<file path="src/rtl/lcdn_pkg.sv">
// Shared types and constants for the character LCD nibble interface.
`default_nettype none
package lcdn_pkg;

   localparam logic [3:0] REQ_CHAR    = 4'd0;
   localparam logic [3:0] REQ_COMMAND = 4'd1;
   localparam logic [3:0] REQ_POS     = 4'd2;
   localparam logic [3:0] REQ_CONTROL = 4'd3;
   localparam logic [3:0] REQ_CLEAR   = 4'd4;
   localparam logic [3:0] REQ_HOME    = 4'd5;
   localparam logic [3:0] REQ_GLYPH   = 4'd6;
   localparam logic [3:0] REQ_ROW     = 4'd7;
   localparam logic [3:0] REQ_INIT    = 4'd8;

   localparam logic [1:0] SEL_DISPLAY = 2'd0;
   localparam logic [1:0] SEL_CURSOR  = 2'd1;
   localparam logic [1:0] SEL_BLINK   = 2'd2;

   localparam logic [0:0] CSR_COLUMNS = 1'd0;
   localparam logic [0:0] CSR_LINES   = 1'd1;

   localparam logic [7:0] CMD_CLEAR = 8'h01;
   localparam logic [7:0] CMD_HOME  = 8'h02;
   localparam logic [7:0] CMD_ENTRY = 8'h04;
   localparam logic [7:0] CMD_CTRL  = 8'h08;
   localparam logic [7:0] CMD_SHIFT = 8'h10;
   localparam logic [7:0] CMD_FUNC  = 8'h20;
   localparam logic [7:0] CMD_CGRAM = 8'h40;
   localparam logic [7:0] CMD_DDRAM = 8'h80;

   localparam logic [5:0] MS_NONE = 6'd0;
   localparam logic [5:0] MS_CMD  = 6'd2;
   localparam logic [5:0] MS_HOME = 6'd7;
   localparam logic [5:0] MS_WAKE = 6'd35;
   localparam logic [5:0] MS_FUNC = 6'd37;

   localparam logic [3:0] INIT_WORDS = 4'd12;

   typedef struct packed {
      logic       rs;
      logic [7:0] data;
      logic [5:0] ms;
      logic       single;
      logic       last;
   } lcdn_entry_type;

   typedef struct packed {
      logic full;
      logic empty;
   } lcdn_qstat_type;

   function automatic logic [7:0] line_offset(input logic [1:0] ln);
      logic [7:0] off;
      case (ln)
         2'd0: off = 8'h00;
         2'd1: off = 8'h40;
         2'd2: off = 8'h14;
         default: off = 8'h54;
      endcase
      return off;
   endfunction

endpackage
`default_nettype wire

</file>
<file path="src/rtl/char_lcd_nibble_interface_core.sv">
// Top level of the character LCD nibble interface: front end, byte queue and bus back end.
// The first nibble word of a request passes through the front-end registers, the queue and the output register.
// Throughput: one nibble word per cycle while the output is not stalled and the queue is not empty.
// A request holds the front end until it has pushed its byte words (init twelve); the queue lets
// it run ahead of a stalled output. A request that produces no writes leaves the front end idle.
// Synchronous reset clears cursor, control bits and byte mode, sets 16 columns and 2 lines,
// and empties the queue and output register.
`default_nettype none
module char_lcd_nibble_interface_core
   import lcdn_pkg::*;
#(
   parameter int QUEUE_DEPTH = 4
)
(
   input  wire logic       clock,
   input  wire logic       reset,
   input  wire logic       csr_we,
   input  wire logic [0:0] csr_index,
   input  wire logic [5:0] csr_wdata,
   input  wire logic       req_valid,
   output logic            req_stall,
   input  wire logic [3:0] req_type,
   input  wire logic [7:0] req_data_byte,
   input  wire logic [5:0] req_column,
   input  wire logic [1:0] req_line,
   input  wire logic [1:0] req_control_select,
   input  wire logic       req_enable,
   input  wire logic [2:0] req_glyph_index,
   output logic            rsp_valid,
   input  wire logic       rsp_stall,
   output logic            rsp_reg_select,
   output logic [3:0]      rsp_nibble,
   output logic [5:0]      rsp_settle_ms,
   output logic            rsp_last
);

   lcdn_qstat_type q_stat;
   lcdn_entry_type push_entry;
   lcdn_entry_type head_entry;
   logic           q_push;
   logic           q_pop;

   lcdn_front u_front (
      .clock              (clock),
      .reset              (reset),
      .csr_we             (csr_we),
      .csr_index          (csr_index),
      .csr_wdata          (csr_wdata),
      .req_valid          (req_valid),
      .req_stall          (req_stall),
      .req_type           (req_type),
      .req_data_byte      (req_data_byte),
      .req_column         (req_column),
      .req_line           (req_line),
      .req_control_select (req_control_select),
      .req_enable         (req_enable),
      .req_glyph_index    (req_glyph_index),
      .q_stat             (q_stat),
      .q_push             (q_push),
      .q_entry            (push_entry)
   );

   lcdn_queue #(
      .DEPTH (QUEUE_DEPTH)
   ) u_queue (
      .clock      (clock),
      .reset      (reset),
      .push       (q_push),
      .push_entry (push_entry),
      .pop        (q_pop),
      .head_entry (head_entry),
      .stat       (q_stat)
   );

   lcdn_back u_back (
      .clock          (clock),
      .reset          (reset),
      .head_entry     (head_entry),
      .q_stat         (q_stat),
      .q_pop          (q_pop),
      .rsp_valid      (rsp_valid),
      .rsp_stall      (rsp_stall),
      .rsp_reg_select (rsp_reg_select),
      .rsp_nibble     (rsp_nibble),
      .rsp_settle_ms  (rsp_settle_ms),
      .rsp_last       (rsp_last)
   );

   a_push_not_full: assert property (@(posedge clock) disable iff (reset)
      q_push |-> !q_stat.full)
      else $error("byte word pushed into a full queue");

   a_pop_not_empty: assert property (@(posedge clock) disable iff (reset)
      q_pop |-> !q_stat.empty)
      else $error("byte word popped from an empty queue");

   a_reset_idle: assert property (@(posedge clock)
      reset |=> (!rsp_valid && q_stat.empty && !req_stall))
      else $error("block not idle after reset");

endmodule
`default_nettype wire

</file>
<file path="src/rtl/lcdn_front.sv">
// Request front end: decodes requests, tracks cursor and control state, emits byte words.
`default_nettype none
module lcdn_front
   import lcdn_pkg::*;
(
   input  wire logic           clock,
   input  wire logic           reset,
   input  wire logic           csr_we,
   input  wire logic [0:0]     csr_index,
   input  wire logic [5:0]     csr_wdata,
   input  wire logic           req_valid,
   output logic                req_stall,
   input  wire logic [3:0]     req_type,
   input  wire logic [7:0]     req_data_byte,
   input  wire logic [5:0]     req_column,
   input  wire logic [1:0]     req_line,
   input  wire logic [1:0]     req_control_select,
   input  wire logic           req_enable,
   input  wire logic [2:0]     req_glyph_index,
   input  wire lcdn_qstat_type q_stat,
   output logic                q_push,
   output lcdn_entry_type      q_entry
);

   logic [5:0] columns_ff, columns_in;
   logic [2:0] lines_ff, lines_in;
   logic [5:0] col_ff, col_in;
   logic [1:0] line_ff, line_in;
   logic [2:0] cb_ff, cb_in;
   logic       mode_ff, mode_in;

   logic       busy_ff, busy_in;
   logic [3:0] step_ff, step_in;
   logic [3:0] count_ff, count_in;
   logic       init_ff, init_in;
   logic       single_ff, single_in;
   logic       rs_a_ff, rs_a_in, rs_b_ff, rs_b_in;
   logic [7:0] byte_a_ff, byte_a_in, byte_b_ff, byte_b_in;
   logic [5:0] ms_a_ff, ms_a_in, ms_b_ff, ms_b_in;

   logic       accept;
   logic       finishing;
   logic [3:0] plan_count;
   logic       plan_rs_a, plan_rs_b;
   logic [7:0] plan_a, plan_b;
   logic [5:0] plan_ms_a, plan_ms_b;
   logic [5:0] next_col;
   logic [2:0] line_inc;
   logic [1:0] wrap_line;
   logic [2:0] mask;
   logic [2:0] new_cb;
   logic [2:0] init_cb;

   always_comb begin
      next_col  = col_ff + 6'd1;
      line_inc  = {1'b0, line_ff} + 3'd1;
      wrap_line = ((line_inc >= lines_ff) || line_inc[2]) ? 2'd0 : line_inc[1:0];
      case (req_control_select)
         SEL_DISPLAY: mask = 3'b100;
         SEL_CURSOR:  mask = 3'b010;
         SEL_BLINK:   mask = 3'b001;
         default:     mask = 3'b000;
      endcase
      new_cb = req_enable ? (cb_ff | mask) : (cb_ff & ~mask);
   end

   always_comb begin
      plan_count = 4'd0;
      plan_rs_a  = 1'b0;
      plan_rs_b  = 1'b0;
      plan_a     = req_data_byte;
      plan_b     = CMD_HOME;
      plan_ms_a  = MS_CMD;
      plan_ms_b  = MS_CMD;
      col_in     = col_ff;
      line_in    = line_ff;
      cb_in      = cb_ff;
      mode_in    = mode_ff;
      case (req_type)
         REQ_CHAR: begin
            plan_rs_a = 1'b1;
            plan_ms_a = MS_NONE;
            plan_b    = CMD_DDRAM | line_offset(wrap_line);
            if (next_col >= columns_ff) begin
               plan_count = 4'd2;
               col_in     = 6'd0;
               line_in    = wrap_line;
            end else begin
               plan_count = 4'd1;
               col_in     = next_col;
            end
         end
         REQ_COMMAND: begin
            plan_count = 4'd1;
         end
         REQ_POS: begin
            plan_a = (CMD_DDRAM | line_offset(req_line)) + {2'b00, req_column};
            if ((req_column < columns_ff) && ({1'b0, req_line} < lines_ff)) begin
               plan_count = 4'd1;
               col_in     = req_column;
               line_in    = req_line;
            end
         end
         REQ_CONTROL: begin
            plan_a = CMD_CTRL | {5'd0, new_cb};
            if (mask != 3'b000) begin
               plan_count = 4'd1;
               cb_in      = new_cb;
            end
         end
         REQ_CLEAR: begin
            plan_count = 4'd2;
            plan_a     = CMD_CLEAR;
            plan_ms_b  = MS_HOME;
            col_in     = 6'd0;
            line_in    = 2'd0;
         end
         REQ_HOME: begin
            plan_count = 4'd1;
            plan_a     = CMD_HOME;
            plan_ms_a  = MS_HOME;
            col_in     = 6'd0;
            line_in    = 2'd0;
         end
         REQ_GLYPH: begin
            plan_count = 4'd1;
            plan_a     = CMD_CGRAM | {2'b00, req_glyph_index, 3'b000};
         end
         REQ_ROW: begin
            plan_count = 4'd1;
            plan_rs_a  = 1'b1;
            plan_ms_a  = MS_NONE;
         end
         REQ_INIT: begin
            plan_count = INIT_WORDS;
            plan_a     = {5'd0, cb_ff};
            col_in     = 6'd0;
            line_in    = 2'd0;
            cb_in      = 3'b100;
            mode_in    = 1'b1;
         end
         default: begin
            plan_count = 4'd0;
         end
      endcase
   end

   always_comb begin
      init_cb            = byte_a_ff[2:0] | 3'b100;
      q_entry.rs         = 1'b0;
      q_entry.data       = byte_a_ff;
      q_entry.ms         = MS_CMD;
      q_entry.single     = single_ff;
      q_entry.last       = (step_ff == count_ff - 4'd1);
      if (init_ff) begin
         q_entry.single = 1'b0;
         case (step_ff)
            4'd0, 4'd1, 4'd2: begin
               q_entry.data   = 8'h03;
               q_entry.ms     = MS_WAKE;
               q_entry.single = 1'b1;
            end
            4'd3: begin
               q_entry.data   = 8'h02;
               q_entry.ms     = MS_WAKE;
               q_entry.single = 1'b1;
            end
            4'd4: begin
               q_entry.data = CMD_FUNC | 8'h08;
               q_entry.ms   = MS_FUNC;
            end
            4'd5:  q_entry.data = CMD_CTRL | {5'd0, init_cb};
            4'd6:  q_entry.data = CMD_CTRL | {5'd0, init_cb & 3'b101};
            4'd7:  q_entry.data = CMD_CTRL | 8'h04;
            4'd8:  q_entry.data = CMD_CLEAR;
            4'd9: begin
               q_entry.data = CMD_HOME;
               q_entry.ms   = MS_HOME;
            end
            4'd10: q_entry.data = CMD_ENTRY | 8'h02;
            default: q_entry.data = CMD_SHIFT | 8'h04;
         endcase
      end else if (step_ff != 4'd0) begin
         q_entry.rs   = rs_b_ff;
         q_entry.data = byte_b_ff;
         q_entry.ms   = ms_b_ff;
      end else begin
         q_entry.rs   = rs_a_ff;
         q_entry.ms   = ms_a_ff;
      end
   end

   assign q_push    = busy_ff & ~q_stat.full;
   assign finishing = q_push & q_entry.last;
   assign req_stall = busy_ff & ~finishing;
   assign accept    = req_valid & ~req_stall;

   always_comb begin
      columns_in = columns_ff;
      lines_in   = lines_ff;
      if (csr_we) begin
         case (csr_index)
            CSR_COLUMNS: columns_in = csr_wdata;
            CSR_LINES:   lines_in   = csr_wdata[2:0];
            default:     columns_in = columns_ff;
         endcase
      end
   end

   always_comb begin
      busy_in   = busy_ff;
      step_in   = step_ff;
      count_in  = count_ff;
      init_in   = init_ff;
      single_in = single_ff;
      rs_a_in   = rs_a_ff;
      rs_b_in   = rs_b_ff;
      byte_a_in = byte_a_ff;
      byte_b_in = byte_b_ff;
      ms_a_in   = ms_a_ff;
      ms_b_in   = ms_b_ff;
      if (accept) begin
         busy_in   = (plan_count != 4'd0);
         step_in   = 4'd0;
         count_in  = plan_count;
         init_in   = (req_type == REQ_INIT);
         single_in = ~mode_ff;
         rs_a_in   = plan_rs_a;
         rs_b_in   = plan_rs_b;
         byte_a_in = plan_a;
         byte_b_in = plan_b;
         ms_a_in   = plan_ms_a;
         ms_b_in   = plan_ms_b;
      end else if (finishing) begin
         busy_in = 1'b0;
      end else if (q_push) begin
         step_in = step_ff + 4'd1;
      end
   end

   always_ff @(posedge clock) begin
      if (reset) begin
         columns_ff <= 6'd16;
         lines_ff   <= 3'd2;
         col_ff     <= 6'd0;
         line_ff    <= 2'd0;
         cb_ff      <= 3'd0;
         mode_ff    <= 1'b0;
         busy_ff    <= 1'b0;
         step_ff    <= 4'd0;
         count_ff   <= 4'd0;
         init_ff    <= 1'b0;
      end else begin
         columns_ff <= columns_in;
         lines_ff   <= lines_in;
         if (accept) begin
            col_ff  <= col_in;
            line_ff <= line_in;
            cb_ff   <= cb_in;
            mode_ff <= mode_in;
         end
         busy_ff  <= busy_in;
         step_ff  <= step_in;
         count_ff <= count_in;
         init_ff  <= init_in;
      end
   end

   always_ff @(posedge clock) begin
      single_ff <= single_in;
      rs_a_ff   <= rs_a_in;
      rs_b_ff   <= rs_b_in;
      byte_a_ff <= byte_a_in;
      byte_b_ff <= byte_b_in;
      ms_a_ff   <= ms_a_in;
      ms_b_ff   <= ms_b_in;
   end

endmodule
`default_nettype wire

</file>
<file path="src/rtl/lcdn_queue.sv">
// Small register queue of byte words between the front end and the bus back end.
`default_nettype none
module lcdn_queue
   import lcdn_pkg::*;
#(
   parameter int DEPTH = 4
)
(
   input  wire logic           clock,
   input  wire logic           reset,
   input  wire logic           push,
   input  wire lcdn_entry_type push_entry,
   input  wire logic           pop,
   output lcdn_entry_type      head_entry,
   output lcdn_qstat_type      stat
);

   // DEPTH must be a power of two so that the pointers wrap by themselves.
   localparam int AW = (DEPTH > 1) ? $clog2(DEPTH) : 1;

   lcdn_entry_type mem_ff [DEPTH];
   logic [AW-1:0]  wr_ptr_ff, wr_ptr_in;
   logic [AW-1:0]  rd_ptr_ff, rd_ptr_in;
   logic [AW:0]    count_ff, count_in;

   assign stat.full  = (count_ff == (AW+1)'(DEPTH));
   assign stat.empty = (count_ff == '0);
   assign head_entry = mem_ff[rd_ptr_ff];

   always_comb begin
      wr_ptr_in = push ? wr_ptr_ff + AW'(1) : wr_ptr_ff;
      rd_ptr_in = pop ? rd_ptr_ff + AW'(1) : rd_ptr_ff;
      count_in  = count_ff;
      case ({push, pop})
         2'b10:   count_in = count_ff + (AW+1)'(1);
         2'b01:   count_in = count_ff - (AW+1)'(1);
         default: count_in = count_ff;
      endcase
   end

   always_ff @(posedge clock) begin
      if (reset) begin
         wr_ptr_ff <= '0;
         rd_ptr_ff <= '0;
         count_ff  <= '0;
      end else begin
         wr_ptr_ff <= wr_ptr_in;
         rd_ptr_ff <= rd_ptr_in;
         count_ff  <= count_in;
      end
   end

   always_ff @(posedge clock) begin
      if (push) begin
         mem_ff[wr_ptr_ff] <= push_entry;
      end
   end

endmodule
`default_nettype wire

</file>
<file path="src/rtl/lcdn_back.sv">
// Bus back end: splits queued byte words into nibble words in an output register.
`default_nettype none
module lcdn_back
   import lcdn_pkg::*;
(
   input  wire logic           clock,
   input  wire logic           reset,
   input  wire lcdn_entry_type head_entry,
   input  wire lcdn_qstat_type q_stat,
   output logic                q_pop,
   output logic                rsp_valid,
   input  wire logic           rsp_stall,
   output logic                rsp_reg_select,
   output logic [3:0]          rsp_nibble,
   output logic [5:0]          rsp_settle_ms,
   output logic                rsp_last
);

   logic       valid_ff, valid_in;
   logic       phase_ff, phase_in;
   logic       rs_ff, rs_in;
   logic [3:0] nib_ff, nib_in;
   logic [5:0] ms_ff, ms_in;
   logic       last_ff, last_in;
   logic       load;
   logic       low_half;

   assign load     = ~q_stat.empty & (~valid_ff | ~rsp_stall);
   assign low_half = head_entry.single | phase_ff;
   assign q_pop    = load & low_half;

   always_comb begin
      valid_in = valid_ff & rsp_stall;
      phase_in = phase_ff;
      rs_in    = rs_ff;
      nib_in   = nib_ff;
      ms_in    = ms_ff;
      last_in  = last_ff;
      if (load) begin
         valid_in = 1'b1;
         rs_in    = head_entry.rs;
         if (low_half) begin
            nib_in   = head_entry.data[3:0];
            ms_in    = head_entry.ms;
            last_in  = head_entry.last;
            phase_in = 1'b0;
         end else begin
            nib_in   = head_entry.data[7:4];
            ms_in    = MS_NONE;
            last_in  = 1'b0;
            phase_in = 1'b1;
         end
      end
   end

   always_ff @(posedge clock) begin
      if (reset) begin
         valid_ff <= 1'b0;
         phase_ff <= 1'b0;
      end else begin
         valid_ff <= valid_in;
         phase_ff <= phase_in;
      end
   end

   always_ff @(posedge clock) begin
      rs_ff   <= rs_in;
      nib_ff  <= nib_in;
      ms_ff   <= ms_in;
      last_ff <= last_in;
   end

   assign rsp_valid      = valid_ff;
   assign rsp_reg_select = rs_ff;
   assign rsp_nibble     = nib_ff;
   assign rsp_settle_ms  = ms_ff;
   assign rsp_last       = last_ff;

endmodule
`default_nettype wire

</file>
<file path="config.mk">
export PLATFORM = sky130hd
export DESIGN_NAME = char_lcd_nibble_interface_core
export DESIGN_NICKNAME = d
export VERILOG_FILES = /design/src/rtl/lcdn_pkg.sv /design/src/rtl/char_lcd_nibble_interface_core.sv /design/src/rtl/lcdn_front.sv /design/src/rtl/lcdn_queue.sv /design/src/rtl/lcdn_back.sv
export SDC_FILE = /design/constraint.sdc
export NUM_CORES = 1
export LEC_CHECK = 0
export BUFFER_PORTS_ARGS = -buffer_cell sky130_fd_sc_hd__buf_2
export CAP_MARGIN = 20
export CORE_UTILIZATION = 45
export CTS_CLUSTER_SIZE = 16
export DETAILED_ROUTE_END_ITERATION = 10
export SLEW_MARGIN = 20
export SYNTH_ARGS = -nofsm -noshare
export SYNTH_HDL_FRONTEND = slang
export SYNTH_SLANG_ARGS = --single-unit
export TNS_END_PERCENT = 20
</file>
<file path="constraint.sdc">
create_clock -name clock -period 3.4 [get_ports clock]
set_clock_uncertainty 0.2 [all_clocks]
set_input_delay 0.34 -clock clock [delete_from_list [all_inputs] [get_ports clock]]
set_output_delay 0.34 -clock clock [all_outputs]
set_load 0.05 [all_outputs]
</file>
---- Word-level counts from Yosys, hierarchy flattened ----
Memories as Yosys holds them, arrays and structs flattened. A register that Yosys moved wholly into a read port is not among the register bits.
Index checks and enable logic that the tools add are counted.
storage, ports and cells
  register bits ........................... 82
  memory bits (writable) .................. 68
  input bits .............................. 38
  output and inout bits ................... 14
  logic and storage cells ................. 162
  memories ................................ 1
operators by class
  $add $sub $neg .......................... 9
  order comparisons ....................... 4
  eq/ne operators ......................... 31
  multiplexer cells ....................... 42
  bitwise logic cells ..................... 20
  reduce and logical (&&, ||, !) cells .... 29
memories
  name            words  width  rd ports  clocked after Yosys merged registers in  write ports  line              source
  u_queue.mem_ff  4      17     1         1                                        1            lcdn_queue.sv:21  lcdn_entry_type mem_ff [DEPTH];
operators with widths
  cell                  number
  $pmux W6 S8           1
  $pmux W8 S6           1
  $pmux W7 S3           2
  $pmux W6 S3           2
  $eq A4 B3 Y1 const B  8
  $pmux W4 S6           1
  $mux W6               3
  $pmux W3 S2           3
  $eq A4 B2 Y1 const B  4
  $eq A4 B4 Y1 const B  4
  $mux W8               2
  $mux W14              1
  $mux W1               13
  $mux W2               6
  $mux W3               3
  $pmux W3 S3           1
  $add A8 B6 Y8         1
  $eq A2 B1 Y1 const B  4
  $eq A2 B2 Y1 const B  4
  $eq A4 B1 Y1 const B  2
  $logic_not A4 Y1      2
  $not A1 Y1            8
  $reduce_and A2 Y1     4
  $reduce_bool A4 Y1    2
  33 further kinds      53

---- Logic depth before layout (Yosys ltp) ----
Gate-level depths: netlist of run 1.
  depth in word-level cells ............... 9
  mapped depth ............................ 11
  gate-level depth less buffers ........... 10

---- By module ----
Synthesis of run 1 repeated with hierarchy kept, for this count alone.
second synthesis, totals
  cell total of the unflattened synthesis .. 582
  area, all modules ....................... 6,736.5 sq um
modules (own cells, without submodules)
  module      instances  cells an instance  area an instance (sq um)
  lcdn_front  1          412                3,243.1
  lcdn_queue  1          136                2,926.6
  lcdn_back   1          34                 566.8

---- Worst setup path after synthesis of run 1 ----
OpenSTA, ideal clock, no wires.
  path kind ............................... register -> register
  from .................................... register u_front.count_ff[0]
  to ...................................... register u_front.busy_ff
  data arrival time ....................... 2.550 ns
  data required time ...................... 3.127 ns
  slack ................................... 0.577 ns
  stages on the path, launching flop included .. 8
  buffers on the path ..................... 0
  clock period less this slack ............ 2.823 ns
  path through ............................ dfxtp_1 > inv_1 > ha_1 > xor2_1 > o41ai_1 > o21ai_0 > o21ai_0 > a21oi_1
between the ends
  cells in the longest elaborated chain, start to end .. 8
  elaborated cells on any way between the ends .. 9
  those cells by class .................... add/sub: 1; eq/ne: 1; mux: 1; bitwise: 5; reduce/logical: 1
RTL lines
  element                                        line                                  source
  start, declared                                lcdn_front.sv:34                      logic [3:0] count_ff, count_in;
  start signal, assigned                         lcdn_front.sv:264                     count_ff <= count_in;
  $sub A4 B1 Y4 (*)                              lcdn_front.sv:154                     q_entry.last = (step_ff == count_ff - 4'd1);
  $eq A4 B4 Y1 (*)                               lcdn_front.sv:154
  $and A1 B1 Y1 (*)                              lcdn_front.sv:194                     assign finishing = q_push & q_entry.last;
  $not A1 Y1 (*)                                 lcdn_front.sv:195                     assign req_stall = busy_ff & ~finishing;
  $and A1 B1 Y1 (*)                              lcdn_front.sv:195
  net req_stall                                  char_lcd_nibble_interface_core.sv:21  output logic req_stall,
  $not A1 Y1 (*)                                 lcdn_front.sv:196                     assign accept = req_valid & ~req_stall;
  $and A1 B1 Y1 (*)                              lcdn_front.sv:196
  $mux W1 or $reduce_bool A2 Y1 (tied branches)  -
  end signal, assigned                           lcdn_front.sv:262                     busy_ff <= busy_in;
  end, declared                                  lcdn_front.sv:32                      logic busy_ff, busy_in;
Mark *: on every way through the listed nets, which the timed path passes. The rest lies on a longest branch.
A chain may end at the register's enable or synchronous reset.

---- Worst setup path in the final report of run 1 ----
  from .................................... register u_front.count_ff[0]
  to ...................................... output port req_stall
between the ends
  cells in the longest elaborated chain, start to end .. 5
RTL lines
  element        line
  $sub A4 B1 Y4  lcdn_front.sv:154
  $eq A4 B4 Y1   lcdn_front.sv:154
  $and A1 B1 Y1  lcdn_front.sv:194
  $not A1 Y1     lcdn_front.sv:195
  $and A1 B1 Y1  lcdn_front.sv:195
  end, declared  char_lcd_nibble_interface_core.sv:21
Every way passes these cells.

==> reports/metrics.csv, run 1 <==
metric;value;unit
Final Setup Violations;0;
Placement Cell Area;6770;sq um
Power Density;688;nW/um^2
Final Critical Period;3.07;ns
Sink Count;128;
buffers added on ports;49;
HPWL after DPL;9590;um
post-synthesis xor/xnor area fraction;0.0288;
setup_tns;0;ns
share of layout cells above drive strength 1;0.185;
R2R cell count;10;
Post-Synth Adder-Cell Area;0.0619;
Die Ht;121;um
initial detailed-routing violation count;246;
Placement Rows;43;
Worst Setup SP;u_front.count_ff[0];
largest family of logic cells by synthesized area;simple AND/OR/NAND/NOR gates;
final instance area;7490;sq um
reg2reg end;u_front.col_ff[3];
Netlist cell types;60;
Synth Instances;568;
crit path kind;reg -> out;
Worst path slowest cell;o41ai_1;
Root Driver;clkbuf_16;
CTS clk-pin slew, worst paths;0.06;ns
Synth async-reset ratio;0;
ANT cells;0;
Synth Register Bits;128;
worst path required time;2.86;ns
Simple-Gate Fraction of Synth Area;0.139;
Arr. time, crit path;2.53;ns
period utilization;0.903;
Num CTS Buffers;17;
post-CTS sizing;0;
antenna-violating nets left;0;
clk buf depth;2;
worst-margin pin slew;0.947;ns
R2R setup slack;0.41;ns
maximum VDD drop;329;uV
Crit Path Max Fanout;5;
reg2reg start;u_front.col_ff[0];
syn_area_per_cell;11.2;sq um
most frequent cells in the layout;edfxtp_1 (87), nor2_1 (54), buf_2 (49), a21oi_1 (47), nand2_1 (42);
hold_buf cts;9;
num ports;52;
ys flop type;edfxtp_1;
largest net degree at the start of global routing;35;
Max-slew headroom;0.363;
drt wl/cell;16.7;um
DR vias/cell;5.52;
Max Cap Violations;0;
number of remaining DRC errors;0;
routed wire length;13700;um
leak pwr;2.74;nW
first-pass GRT wire length;22400;um
H-Tree Depth;4;
share of the synthesized area in the top cell type;0.409;
number of synthesized flops with an enable pin;87;
HP Class;in -> reg;
Compound-Gate Fraction of Synth Area;0.121;
postcts setup bufs;0;
gr usage total;0.203;
core area;13900;sq um
vias in the first global route;4437;
Yosys warnings;0;
Max Transition Viols Final;0;
die area;14700;sq um
post-synthesis mux area share;0.0715;
CP peak stage delay;0.65;ns
status;finished clean;
Worst setup endpoint;req_stall;
Area contributors post-synth;edfxtp_1 (41%), dfxtp_1 (13%), ha_1 (5.9%);
P&R area growth vs syn;17.4;%
initial antenna violation count;0;
Yosys top cell by area;edfxtp_1;
initial core utilization;0.460;
FMAX;0.326;GHz
final hold vios;0;
DR vias;4513;
drt pass-1 iters;4;
RSZ-0062 raised after global routing;no;
Seq/Total Area, Yosys;0.538;
worst-path cell chain;inv_1 > ha_1 > xor2_1 > o41ai_1 > o21ai_0 > buf_2;
Synth Cell Area;6380;sq um
worst skew pair latency;0.42;ns
GP Congestion;0.846;
CP Launch Type;flop;
Die W;121;um
grt total ovfl;0;
nets@finish;693;
Crit. End Element;output port;
commonest non-fill, non-tap cell in the layout;edfxtp_1;
CTS tree;yes;
==> logic make-up (layout without fill, tap and decap cells) <==
family / after synthesis / count (layout)
and+or+nand+nor: 185 / 185
adders and majority gates: 31 / 31
buffers and inverters: 60 / 128
other: 1 / 2
DFF: 128 / 128
AOI/OAI and AO/OA: 116 / 116
xor gates and xnor gates: 21 / 21
muxes: 26 / 26
==> flip-flops by register name, summed over array words and instances, names as in the netlist, 3 cells and up, named ones only <==
register and flops:
u_front.columns_ff 6, u_back.rsp_settle_ms 4, u_front.step_ff 4, u_front.lines_ff 3, u_back.rsp_nibble 4, u_front.col_ff 6, u_front.cb_ff 3, u_queue.mem_ff 60
u_queue.count_ff 3, u_front.byte_b_ff 4, u_front.byte_a_ff 8, u_front.count_ff 3
==> critical path, delay by kind of cell (launching register included) <==
family	cells	cell delay, ns
adders and majority gates	1	0.20
buffers and inverters	2	0.36
AOI/OAI and AO/OA	2	0.97
xor gates and xnor gates	1	0.18
DFF	1	0.40
==> power by group <==
group / switching [W] / leakage (nW) / internal, W / total (W)
clock: 0.000674 / 0.296 / 0.00125 / 0.00192
combinational: 0.000817 / 1.31 / 0.000405 / 0.00122
sequential: 0.0000781 / 1.13 / 0.00194 / 0.00202
total: 0.00157 / 2.74 / 0.00359 / 0.00516
==> stage by stage <==
step / util / power, W / std cells / worst slack, ns / hold WS [ns]
after CTS: 0.540 / 0.00520 / 817 / 0.291 / 0.00169
after detailed placement: 0.488 / 0.00327 / 776 / 0.478 / 0.252
after global routing: 0.540 / 0.00540 / 817 / 0.107 / 0.0241
after floorplan: - / 0.00296 / 569 / 0.577 / 0.227
final: 0.540 / 0.00516 / 817 / 0.330 / 0.0181
after global placement: 0.488 / 0.00324 / 776 / 0.589 / 0.239
==> cell type report <==
class	count	area (sq um)
clock buffer	19	443
clock inverter	13	186
fill	1214	6390
inverter	33	124
multi-input combinational	381	2710
sequential	128	3430
tap	180	225
timing repair buffer	63	373
==> worst min path at each step <==
stage | slack, ns | start | to | cells past startpoint
2_1_floorplan | 0.23 | u_front.mode_ff | u_front.mode_ff | 2
3_3_place_gp | 0.24 | u_front.mode_ff | u_front.mode_ff | 2
3_5_place_dp | 0.25 | u_front.mode_ff | u_front.single_ff | 1
4_1_cts | 0.002 | csr_we | u_front.lines_ff[1] | 3
5_1_grt | 0.02 | csr_we | u_front.lines_ff[1] | 3
6_report | 0.02 | csr_we | u_front.lines_ff[1] | 3
==> Yosys cell counts, types with 5 or more instances <==
cell / count
and2_1: 7
nand3_1: 21
nand2_1: 42
nor4_1: 5
nor3_1: 16
a21o_1: 6
xnor2_1: 13
mux2i_1: 6
nor2_1: 54
nor2b_1: 17
mux4_2: 15
ha_1: 30
clkbuf_1: 16
dfxtp_1: 41
o21ai_0: 19
buf_2: 5
a31oi_1: 5
inv_1: 30
nand2b_1: 6
xor2_1: 8
edfxtp_1: 87
a21oi_1: 47
==> routing by layer <==
metal  up-vias  GRT usage  share of wire
li1       2194          -              -
met1      2176      0.248           0.43
met2       116      0.336           0.50
met3        27     0.0432          0.039
met4         0      0.107          0.025
met5         -          0              0
No activity file was read; power rests on OpenSTA's default activity.
==> run 2, diff against run 1 <==
--- a/config.mk
+++ b/config.mk
@@ -7,6 +7,7 @@
 export LEC_CHECK = 0
 export BUFFER_PORTS_ARGS = -buffer_cell sky130_fd_sc_hd__buf_2
 export CAP_MARGIN = 20
+export CORE_ASPECT_RATIO = 1.75
 export CORE_UTILIZATION = 45
 export CTS_CLUSTER_SIZE = 16
 export DETAILED_ROUTE_END_ITERATION = 10
==> run 2 against run 1 <==
Net effect: sequential share of layout area decreased by 0.21 points; count of clock-buffer cells in the layout decreased by 1; maximum frequency increased by 0.45%; critical endpoint unchanged; largest power group is now the clock network; critical path type unchanged; power increased by 2.0%; flip-flop and latch count unchanged.
==> reports/metrics.csv, run 2 (same netlist as run 1, synthesis figures left out) <==
metric;value;unit
period utilization;0.899;
gr usage total;0.210;
total power;0.00526;W
drt pass-1 iters;4;
grt total ovfl;0;
final hold vios;0;
CTS clk-pin slew, worst paths;0.06;ns
most frequent cells in the layout;edfxtp_1 (87), nor2_1 (54), buf_2 (49), a21oi_1 (47), nand2_1 (42);
Power Density;699;nW/um^2
Crit. End Element;output port;
Largest regs;u_queue.mem_ff x60, u_front.byte_a_ff x8;
HP Class;in -> reg;
R2R cell count;10;
share of layout cells above drive strength 1;0.191;
first-pass GRT wire length;23400;um
Final Critical Period;3.06;ns
initial antenna violation count;0;
CTS tree;yes;
postcts setup bufs;0;
number of remaining DRC errors;0;
ANT cells;0;
post-CTS sizing;0;
Crit Path Max Fanout;5;
DR vias;4498;
Largest register FFs;60;
DR vias/cell;5.51;
num ports;52;
antenna-violating nets left;0;
RSZ-0062 raised after global routing;no;
worst path required time;2.86;ns
min-delay src;req_data_byte[7];
HPWL after DPL;10900;um
drt wl/cell;17.6;um
reg2reg start;u_front.col_ff[0];
worst skew pair latency;0.41;ns
nets@finish;695;
Final Setup Violations;0;
core area;13800;sq um
clk buf depth;2;
die area;14700;sq um
crit path kind;reg -> out;
Max Cap Violations;0;
leak pwr;2.78;nW
Max Transition Viols Final;0;
Arr. time, crit path;2.52;ns
FMAX;0.327;GHz
initial detailed-routing violation count;205;
Placement Cell Area;6800;sq um
Hold EP;u_front.byte_a_ff[7];
vias in the first global route;4733;
largest net degree at the start of global routing;29;
buffers added on ports;49;
maximum VDD drop;356;uV
Num CTS Buffers;17;
setup_tns;0;ns
GP Congestion;0.889;
routed wire length;14400;um
hold depth;3;
status;finished clean;
final instance area;7530;sq um
CP Launch Type;flop;
Root Driver;clkbuf_16;
initial core utilization;0.461;
Largest Register;u_queue.mem_ff;
commonest non-fill, non-tap cell in the layout;edfxtp_1;
Placement Rows;57;
P&R area growth vs syn;17.9;%
worst-margin pin slew;0.819;ns
R2R setup slack;0.59;ns
reg2reg end;u_front.col_ff[3];
H-Tree Depth;4;
Sink Count;128;
Max-slew headroom;0.454;
Die W;92.0;um
Die Ht;160;um
-- run 2: cell count changes in the layout (fill, tap and decap cells not counted), moves of 2 or more --
cell           previous run  this run
buf_4                     5         9
clkinvlp_4                4         0
inv_6                     1         4
dlygate4sd3_1             9         7
-- run 2: timing repair --
action / CTS / global route
hold endpoints to repair: 10 / 0
endpoints found under the setup margin: 0 / 0
hold buffers: 7 / 0
-- run 2: cell type report --
class                      count  area (sq um)
fill                        1241          6310
clock inverter                14           228
inverter                      33           124
tap                          177           221
clock buffer                  18           429
timing repair buffer          65           383
sequential                   128          3430
multi-input combinational    381          2710
-- run 2: report_power, final --
group	switching, W	internal [W]
Clock	0.000698	0.00132
Sequential	0.0000769	0.00194
Combinational	0.000825	0.000406
Total	0.00160	0.00366
-- run 2: how the worst max path moves through the flow --
stage,cells past startpoint,startpoint,endpoint,slack (ns)
2_1_floorplan,7,u_front.count_ff[0],u_front.busy_ff,0.58
3_3_place_gp,10,u_front.col_ff[0],u_front.col_ff[3],0.65
3_5_place_dp,10,u_front.col_ff[0],u_front.col_ff[3],0.60
4_1_cts,6,u_front.count_ff[0],req_stall,0.32
5_1_grt,6,u_front.count_ff[0],req_stall,0.13
6_report,6,u_front.count_ff[0],req_stall,0.34
-- run 2: per-layer routing --
layer,GRT usage,vias to the layer above,share of wire
li1,-,2193,-
met1,0.192,2194,0.35
met2,0.425,91,0.59
met3,0.0454,20,0.025
met4,0.0895,0,0.029
met5,0,-,0
-- run 2: per-stage QoR --
step	setup WS [ns]	std cells	util	hold WS [ns]
after global routing	0.133	816	0.544	0.0252
after floorplan	0.577	569	-	0.227
after detailed placement	0.597	777	0.491	0.251
after global placement	0.647	777	0.491	0.234
after CTS	0.316	816	0.544	0.00764
final	0.344	816	0.544	0.0309
-- run 2: worst max-delay path, cell delays in order, from the launching register on --
cell	delay, ns
dfxtp_1	0.40
inv_1	0.07
ha_1	0.20
xor2_1	0.19
o41ai_1	0.65
o21ai_0	0.31
buf_2	0.29
